File: src/instance_table_weighted_selector_assert.svh
// Assertion macros for the instance table weighted selector.
// Used by the top level; needs aclk and aresetn in scope.
`ifndef INSTANCE_TABLE_WEIGHTED_SELECTOR_ASSERT_SVH
`define INSTANCE_TABLE_WEIGHTED_SELECTOR_ASSERT_SVH

// antecedent implies consequent in the same cycle
`define ISW_ASSERT_NOW(label, ante, cons, msg) \
    label: assert property (@(posedge aclk) disable iff (!aresetn) (ante) |-> (cons)) \
        else $error(msg);

// antecedent implies consequent in the next cycle
`define ISW_ASSERT_NEXT(label, ante, cons, msg) \
    label: assert property (@(posedge aclk) disable iff (!aresetn) (ante) |=> (cons)) \
        else $error(msg);

`endif

File: src/isw_ram.sv
// Generic single write port, single read port RAM with registered read.
// No dependencies.
module isw_ram #(
    parameter int WIDTH = 8,
    parameter int DEPTH = 16
) (
    input  logic                     aclk,
    input  logic                     we,
    input  logic [$clog2(DEPTH)-1:0] waddr,
    input  logic [WIDTH-1:0]         wdata,
    input  logic [$clog2(DEPTH)-1:0] raddr,
    output logic [WIDTH-1:0]         rdata
);
    logic [WIDTH-1:0] mem [DEPTH];

    always_ff @(posedge aclk) begin
        if (we) begin
            mem[waddr] <= wdata;
        end
        rdata <= mem[raddr];
    end
endmodule

File: config.mk
export PLATFORM = sky130hd
export DESIGN_NAME = isw_ram
export DESIGN_NICKNAME = d
export VERILOG_FILES = /design/src/instance_table_weighted_selector_assert.svh /design/src/isw_ram.sv
export SDC_FILE = /design/constraint.sdc
export NUM_CORES = 1
export LEC_CHECK = 0
export CAP_MARGIN = 40
export CORE_ASPECT_RATIO = 0.5
export CORE_MARGIN = 2
export CORE_UTILIZATION = 48
export CTS_CLUSTER_SIZE = 30
export DETAILED_ROUTE_END_ITERATION = 6
export DONT_BUFFER_PORTS = 1
export PLACE_DENSITY_LB_ADDON = 0.25
export SLEW_MARGIN = 10
export SYNTH_ARGS = -nofsm -noshare
export SYNTH_HDL_FRONTEND = slang
export SYNTH_SLANG_ARGS = --single-unit
File: constraint.sdc
create_clock -name aclk -period 1.8 [get_ports aclk]
set_input_delay 0.18 -clock aclk [delete_from_list [all_inputs] [get_ports aclk]]
set_output_delay 0.18 -clock aclk [all_outputs]
set_load 0.01 [all_outputs]
After elaboration in Yosys (flattened, before gate mapping):

Memory sizes are Yosys's and may differ from the RTL's. A register that Yosys moved wholly into a read port is not among the register bits.
Index checks and enable logic that the tools add are counted.

* flip-flop bits (word level): 0
* RAM bits: 128
* input bits: 18
* output and inout port bits: 8
* logic and storage cells: 3
* memories kept: 1

Memory list
* mem: depth 16, width 8, read ports 1, clocked after Yosys merged registers in 1, wr ports 1, RTL line isw_ram.sv:14 `logic [WIDTH-1:0] mem [DEPTH];`

* muxes and demuxes: 2

Operator list (number)
* 1-bit two-way mux: 2

Depth between registers and ports, before layout:

* depth after elaboration: 2
* depth in mapped cells: 5
* gate-level depth less buffers: 3

Worst setup path before layout:

No wires, ideal clock.

* path type: input -> register
* start point: input waddr[2]
* end point: memory mem[0][0] (enable)
* library setup time: 0.383 ns
* arrival time: 1.290 ns
* data required time: 1.417 ns
* setup slack: 0.127 ns
* stages on the path: 2
* path buffers: 0
* cell sequence: or3b_2 nor3_1

RTL lines
* start, declared: RTL line isw_ram.sv:9 `input logic [$clog2(DEPTH)-1:0] waddr,`
* end, declared: RTL line isw_ram.sv:14

Straight into the memory's write port.

==> metrics <==
R2R setup slack=0.36 ns; worst flop-to-flop path endpoint=rdata[3]; outcome=complete, no violations; cell area after synthesis=0.00515 mm2; final-report hold violation count=0; Clock Path Buffers=2; yosys warns=0; total number of vias=2,365; cell area power density=1200 mW/mm2; crit share post-route=0.802; total nets after synthesis=247; post-layout total power=7260 uW; endpoint type of the worst setup path=flip-flop; fmax=0.693 GHz; TritonCTS clock tree=done; Synth top area share=0.747; setup repair bufs after CTS=0; Residual DRC=0; die area=0.0116 mm2; TNS Setup=0 ns; Routed wire per std cell=24.0 um; core region area=0.0103 mm2; CP Class=flip-flop to flip-flop; Min-Delay Path Class=input pin to flip-flop; transition time at the pin with the least slew margin=0.621 ns; number of instances in the synthesized netlist=229; count of max-cap constraint violations=0; clk slew on worst S/H paths=0.05 ns; placer's final routability congestion estimate=0.770; first-pass GRT wire length=14.8 mm; clock root buffer=sky130_fd_sc_hd__clkbuf_16; setup skew after layout=0.00538 ns; Synth Register Bits=136; reported leakage power=0.00201 uW; total half-perimeter wirelength after legalization and detailed placement=5.86 mm; crit path time final=1.44 ns; count of cells along the worst hold path=3; unrepaired setup endpoints after global routing=false; logic depth of the worst register-to-register path=3; Synth area leaders=sky130_fd_sc_hd__edfxtp_1 (75%), sky130_fd_sc_hd__mux4_2 (7.9%), sky130_fd_sc_hd__mux4_1 (7.1%); maximum number of pins on one net before global-route repair=33; total global-route track usage=0.188; initial antenna violation count=0; IR Drop Worst-Case VDD=0.601 mV; H-Tree Level Count=4; number of buffers created by CTS=17; Synth area leader=sky130_fd_sc_hd__edfxtp_1; height of the die=77.2 um; GRT overflow=0; unique cell type count in the Yosys netlist=19; worst setup slack after placement=0.343 ns; minimum setup slack in the final design=0.357 ns; post-synthesis area per instance=22.5 um2; Starting Density=0.499; antenna-violating nets left=0; worst hold-check slack=0.0646 ns; number of cell rows=26; critical path data arrival time=1.72 ns; post-placement cell count=377; Clock Sinks=136; number of max-slew violations in the final report=0; synth-to-layout area growth=17.3%; setup violators final=0; nets=282; share of final-layout standard cells stronger than drive strength 1=0.232; via count of the first global-routing pass=2,322; Diodes inserted=0; I/O Buffers=0; post-detailed-routing wire length=9.99 mm; startpoint of the worst-slack reg-to-reg timing path=mem[8][3]; number of I/O pins=26; largest fanout of any net on the critical path=1; terminating pin of the worst hold path=rdata[1]; beginning of the worst hold path=raddr[1]; proportion of synthesized chip area in sequential cells=0.778; relative slew slack=0.585; Critical Path Start Type=flip-flop; Worst Path Required=2.08 ns; Post-CTS Resized=0; Horiz. Die Dim=150 um; Cell Count, Final, Fillers Out=416; 1st-pass router iterations=4; iteration-0 DRC count of the detailed router=208; Clock Latency Late Sink=0.41 ns; via density per instance=5.69
[cells in the mapped netlist (all sizes together)]
cell           number
nor3                4
nor2               13
clkdlybuf4s25       3
nand2b              2
nand3               1
mux4               32
nand3b              2
nand2               9
dfxtp               8
buf                 7
a22oi              16
nor2b               1
or3b                1
edfxtp            128
and2                1
and2b               1
[where the power goes]
group / internal, uW / total (uW) / switching [uW]
logic: 121 / 252 / 131
registers: 3540 / 3580 / 36.6
clock network: 2220 / 3430 / 1210
[logic make-up after synthesis]
family,after synthesis,synth area share
AO/OA/AOI/OAI,16,0.0233
multiplexers,32,0.150
buffers and inverters,10,0.0168
AND/OR/NAND/NOR,35,0.0318
flip-flops,136,0.778
[final cells by class]
| cell class | count | area, um2 |
|---|---|---|
| multi-input cells | 83 | 1060 |
| well taps | 140 | 175 |
| repair buffers | 26 | 215 |
| clock buffers | 21 | 460 |
| flip-flops and latches | 136 | 4000 |
| clock inverters | 10 | 128 |
| fillers | 715 | 4270 |
[flip-flops by register name, summed over array words and instances (netlist names)]
name   cells
rdata      8
mem      128
[layer usage]
layer | wire length (um) | global-route usage | vias up
li1 | - | - | 1039
met5 | 0 | 0 | -
met4 | 105 | 0.0651 | 0
met2 | 4490 | 0.255 | 80
met3 | 582 | 0.0571 | 12
met1 | 4810 | 0.290 | 1234
[repair_timing]
action	in CTS	in global routing
setup endpoints to repair	0	0
hold buffers	8	0
hold endpoints to repair	128	0
[stage by stage]
step,util,cell area [um2]
3_3_place_gp,0.521,5370
4_1_cts,0.586,6040
5_1_grt,0.586,6040
3_5_place_dp,0.521,5370
2_1_floorplan,-,5150
6_report,0.586,6040
[critical path: stages (launching register included)]
cell and delay, ns:
sky130_fd_sc_hd__edfxtp_1 0.36, sky130_fd_sc_hd__mux4_1 0.50, sky130_fd_sc_hd__a22oi_1 0.32, sky130_fd_sc_hd__nand2_1 0.13
[cell usage in the layout, fill, tap and decap left out, types with 2 or more instances in the layout]
cell type	netlist	layout
sky130_fd_sc_hd__a22oi_1	16	16
sky130_fd_sc_hd__buf_4	1	18
sky130_fd_sc_hd__bufinv_16	0	3
sky130_fd_sc_hd__clkbuf_1	0	2
sky130_fd_sc_hd__clkbuf_16	0	17
sky130_fd_sc_hd__clkbuf_8	0	2
sky130_fd_sc_hd__clkinv_1	0	2
sky130_fd_sc_hd__clkinv_2	0	3
sky130_fd_sc_hd__clkinvlp_4	0	2
sky130_fd_sc_hd__dfxtp_1	8	8
sky130_fd_sc_hd__dlygate4sd3_1	0	8
sky130_fd_sc_hd__edfxtp_1	128	128
sky130_fd_sc_hd__mux4_1	14	14
sky130_fd_sc_hd__mux4_2	18	18
sky130_fd_sc_hd__nand2_1	9	9
sky130_fd_sc_hd__nand2b_1	2	2
sky130_fd_sc_hd__nand3b_1	2	2
sky130_fd_sc_hd__nor2_1	13	13
sky130_fd_sc_hd__nor3_1	4	4
[worst max path at each step]
| stage | start | endpoint | slack (ns) | cells past startpoint |
|---|---|---|---|---|
| after floorplan | waddr[2] | mem[0][0] | 0.13 | 2 |
| final | mem[8][3] | rdata[3] | 0.36 | 3 |
| after detailed placement | mem[8][3] | rdata[3] | 0.34 | 3 |
| after global routing | mem[8][3] | rdata[3] | 0.31 | 3 |
| after CTS | mem[8][3] | rdata[3] | 0.33 | 3 |
| after global placement | mem[9][3] | rdata[3] | 0.36 | 3 |
(Power assumes the default switching activity.)
