<file path="config.mk">
export PLATFORM = sky130hd
export DESIGN_NAME = isw_mod
export DESIGN_NICKNAME = d
export VERILOG_FILES = /design/src/instance_table_weighted_selector_assert.svh /design/src/isw_mod.sv
export SDC_FILE = /design/constraint.sdc
export NUM_CORES = 1
export LEC_CHECK = 0
export ABC_AREA = 0
export BUFFER_PORTS_ARGS = -buffer_cell sky130_fd_sc_hd__buf_2
export CORE_MARGIN = 2
export CORE_UTILIZATION = 52
export CTS_BUF_LIST = sky130_fd_sc_hd__clkbuf_8
export DETAILED_ROUTE_END_ITERATION = 12
export GPL_ROUTABILITY_DRIVEN = 0
export GPL_TIMING_DRIVEN = 0
export PLACE_DENSITY = 0.74
export SYNTH_ARGS = -nofsm -noshare
export SYNTH_HDL_FRONTEND = slang
export SYNTH_SLANG_ARGS = --single-unit
export TNS_END_PERCENT = 100
</file>
<file path="constraint.sdc">
create_clock -name aclk -period 6.2 [get_ports aclk]
set_input_delay 1.24 -clock aclk [delete_from_list [all_inputs] [get_ports aclk]]
set_output_delay 1.24 -clock aclk [all_outputs]
set_load 0.02 [all_outputs]
</file>
<file path="src/instance_table_weighted_selector_assert.svh">
// Assertion macros for the instance table weighted selector.
// Used by the top level; needs aclk and aresetn in scope.
`ifndef INSTANCE_TABLE_WEIGHTED_SELECTOR_ASSERT_SVH
`define INSTANCE_TABLE_WEIGHTED_SELECTOR_ASSERT_SVH

// antecedent implies consequent in the same cycle
`define ISW_ASSERT_NOW(label, ante, cons, msg) \
    label: assert property (@(posedge aclk) disable iff (!aresetn) (ante) |-> (cons)) \
        else $error(msg);

// antecedent implies consequent in the next cycle
`define ISW_ASSERT_NEXT(label, ante, cons, msg) \
    label: assert property (@(posedge aclk) disable iff (!aresetn) (ante) |=> (cons)) \
        else $error(msg);

`endif

</file>
<file path="src/isw_mod.sv">
// Bit-serial restoring remainder unit: 31-bit dividend modulo 32-bit divisor.
// No dependencies; one quotient bit per cycle.
module isw_mod (
    input  logic        aclk,
    input  logic        aresetn,
    input  logic        start,
    input  logic [30:0] dividend,
    input  logic [31:0] divisor,
    output logic        done,
    output logic [31:0] remainder
);
    logic        busy_reg, busy_next;
    logic [4:0]  cnt_reg, cnt_next;
    logic [30:0] dvd_reg, dvd_next;
    logic [31:0] div_reg, div_next;
    logic [31:0] rem_reg, rem_next;
    logic [32:0] trial;
    logic        done_reg, done_next;

    always_comb begin
        trial     = {rem_reg, dvd_reg[30]};
        busy_next = busy_reg;
        cnt_next  = cnt_reg;
        dvd_next  = dvd_reg;
        div_next  = div_reg;
        rem_next  = rem_reg;
        done_next = 1'b0;
        if (start) begin
            busy_next = 1'b1;
            cnt_next  = 5'd0;
            dvd_next  = dividend;
            div_next  = divisor;
            rem_next  = 32'd0;
        end else if (busy_reg) begin
            if (trial >= {1'b0, div_reg}) begin
                trial = trial - {1'b0, div_reg};
            end
            rem_next = trial[31:0];
            dvd_next = {dvd_reg[29:0], 1'b0};
            cnt_next = cnt_reg + 5'd1;
            if (cnt_reg == 5'd30) begin
                busy_next = 1'b0;
                done_next = 1'b1;
            end
        end
    end

    always_ff @(posedge aclk) begin
        if (!aresetn) begin
            busy_reg <= 1'b0;
            done_reg <= 1'b0;
        end else begin
            busy_reg <= busy_next;
            done_reg <= done_next;
        end
        cnt_reg <= cnt_next;
        dvd_reg <= dvd_next;
        div_reg <= div_next;
        rem_reg <= rem_next;
    end

    assign done      = done_reg;
    assign remainder = rem_reg;
endmodule

</file>
# == Yosys cells after proc, flatten, opt, wreduce, memory -nomap -nowiden ==
# Index checks and enable logic that the tools add are counted.
# word_totals
output_inout_bits,33
reg_bits,102
# op_classes
mux,7
n_reduce_logical,2
bitwise_logic,2
n_lt_le_gt_ge,1
add_sub_neg,2
eq_ne,1
# ops
operator,n
31-bit 2-to-1 mux,2
33-bit by 32-bit >= comparator with 1-bit output,1
32-bit 2-to-1 mux,1
32-bit subtractor,1
"5-bit by 1-bit adder with 5-bit output, second input constant",1
"5-bit == test, second input constant",1
1-bit 2-to-1 mux,4
3-bit OR reduction,1
1-bit NOT,2
2-bit nonzero test,1

# == Depth between registers and ports, before layout ==
# depth
ltp_word,4
mapped_depth,13
depth_no_buf,12

# == Least setup slack after synthesis ==
# OpenSTA, ideal clock, no wires.
# synth_path
path_kind,in2reg
start,input start
end,"register dvd_reg[0], enable pin"
slack_ps,3425
t_arrival_ps,2389
cell_stages,4
setup_time_ps,386
cell_sequence,clkbuf_1 nor2_1 clkbuf_1 inv_1
# synth_via
elab_chain_len,1
# synth_rtl
item,line_no,text
"start, declared",isw_mod.sv:6,"input logic start,"
2-bit nonzero test (no source line),--,
"end signal, assigned",isw_mod.sv:57,dvd_reg <= dvd_next;
"end, declared",isw_mod.sv:14,"logic [30:0] dvd_reg, dvd_next;"
# Every way passes these cells.
# A chain may end at the register's enable or synchronous reset.

# == Final worst setup path ==
# Same ends and word-level chain as after synthesis.

==> reports/qor.txt <==
Pin count of the biggest net entering global routing: 34
Die X: 112.1 µm
Initial Util: 53.21%
Area after DPL: 6745 µm²
Core area: 11420 µm²
CTS tree: built
IO Pins: 99
Drt initial violations: 318
RSZ-0062 raised after global routing: no
Hold Buf Count CTS: 0
Pwr/cell area: 229.5 nW/µm²
Bufs on Longest Clock Path: 2
Register Area: 2673 µm²
Flops & latches, synth: 102
Startpoint types: input pin
Layout cells sized above 1: 24.90%
Worst hold-check path type: register to register
Mapped Nets: 702
HPWL Detailed: 11280 µm
H-Tree Level Count: 3
Clock root cell: clkbuf_8
Global-route wire length before repair: 24610 µm
Slew @ Worst Pin: 1.138 ns
Wire per inst: 17.87 µm
VDD IR max: 0.1950 mV
Row Count: 39
Post-Syn Instances: 601
Post-Layout Cell Count: 858
Ys Warns: 0
Number of global-route vias before repair: 5182
Post-CTS setup buffers: 0
Final period util: 59.51%
CP required: 6.22 ns
DRC: 0
Top FF cell, synth: edfxtp_1
Worst endpoint data arrival time: 3.71 ns
TritonCTS Sinks: 102
Via density: 6.019
Pre-Repair DR Iteration Count: 5
Seq/Total Area, Yosys: 43.99%
WS Path Type: input pin to register
Clock skew: 0.008307 ns
TNS Setup: 0 ns
Max Slew Vio Count: 0
Status: finished clean
Crit-path max FO: 33
Power, Total: 1.596 mW
ANT cells: 0
Hold Fails Final Rpt: 0
Gr ovfl total: 0
Post-cts sizing count: 0
Final wirelength: 15330 µm
Die Height: 112.1 µm
# port buffers: 98
Max Clk Rate: 271.0 MHz
Hold_ws: 0.5240 ns
Fillers: 995
NumNets Final: 811
Cell area after layout: 6955 µm²
DR vias: 5164
DIE AREA: 12570 µm²
Max-cap violations: 0
Clock-pin transition on the worst setup and hold timing paths: 0.11 ns
Final worst setup slack: 2.510 ns
Most common cell after layout, fill and taps aside: buf_2
Fin crit period: 3.690 ns
Most frequent cells in the layout: buf_2 (105), edfxtp_1 (63), nor2_1 (45), nand2_1 (43), inv_1 (42)
Synthesized area per cell: 10.11 µm²
Final core utilization: 60.91%
Multi-input gate area: 3079 µm²
Post-DRT Antenna Nets: 0
Final setup viols: 0
CP endpoint kind: register
Async S/R FF share, synth: 0%
CTS Buf Count: 9
Library cells used by synthesis: 74
Area growth, synth to finish: 14.48%
Post-synth EDFFs: 63
Cells after DPL: 842
Lkg Pwr: 2.969 nW
Worst-Skew Late Latency: 0.40 ns
Post-Syn Area: 6076 µm²
Gr usage total: 24.42%
Initial antenna violation count: 0
Dpl ws: 2.021 ns
Slew headroom: 24.08%
-- path summary, 6_finish.rpt --
path / startpoint / endpoint / slack, ns / depth (start not counted)
setup / recovery: start / dvd_reg[0]$_SDFFCE_PN0P_ / 2.51 / 5
hold / removal: remainder[2]$_SDFFE_PP0P_ / remainder[2]$_SDFFE_PP0P_ / 0.52 / 2
setup reg to reg: dvd_reg[30]$_DFFE_PP_ / remainder[30]$_SDFFE_PP0P_ / 3.02 / 12
hold reg to reg: remainder[2]$_SDFFE_PP0P_ / remainder[2]$_SDFFE_PP0P_ / 0.52 / 2
-- logic make-up after synthesis --
kind of cell / Yosys count / synth area share (%)
AOI/OAI and AO/OA: 161 / 20.04
muxes: 31 / 5.725
xor gates and xnor gates: 25 / 3.604
adders and majority gates: 35 / 7.331
and+or+nand+nor: 172 / 13.98
buffers and inverters: 75 / 5.333
DFF: 102 / 43.99
-- synth_stat cells, types with 8 or more instances --
master,instances,share of area (%)
nor3_1,14,1.2
o21ai_1,14,1.2
xnor2_1,10,1.4
a311oi_1,16,2.3
o211ai_1,15,1.9
nand4_1,13,1.3
dfxtp_1,39,13
clkbuf_1,18,1.1
a211oi_1,8,0.99
a21o_1,9,1.1
edfxtp_1,63,31
a21oi_1,30,2.5
nor2_1,45,2.8
mux2_2,30,5.6
o21ai_0,19,1.6
xor2_1,15,2.2
nand3_1,16,1.3
nand2_1,43,2.7
inv_1,42,2.6
ha_1,34,7.0
-- critical path, cell delays in order --
cell and delay [ns]:
buf_2 0.61, clkbuf_1 0.37, nor2_1 0.23, clkbuf_1 0.33, inv_1 0.91
-- routing by layer --
| layer | routed length (µm) | track usage [%] | vias to the layer above |
|---|---|---|---|
| met5 | 0 | 0 | - |
| met4 | 427 | 9.593 | 0 |
| met3 | 1166 | 5.994 | 42 |
| met2 | 7254 | 39.84 | 200 |
| met1 | 6486 | 31.48 | 2455 |
| li1 | - | - | 2467 |
-- final cells by class --
cell class / count / share of cell area (%)
Buffer: 33 / 2.393
Clock buffer: 9 / 1.781
Clock inverter: 7 / 1.241
Inverter: 42 / 2.267
Multi-Input combinational cell: 424 / 44.27
Sequential cell: 102 / 38.42
Tap cell: 143 / 2.572
Timing Repair Buffer: 98 / 7.052
-- power breakdown --
group	internal, mW	switching, mW
registers	0.778	0.0257
logic	0.144	0.215
clock network	0.162	0.272
total	1.08	0.512
No activity file was read; power rests on OpenSTA's default activity.
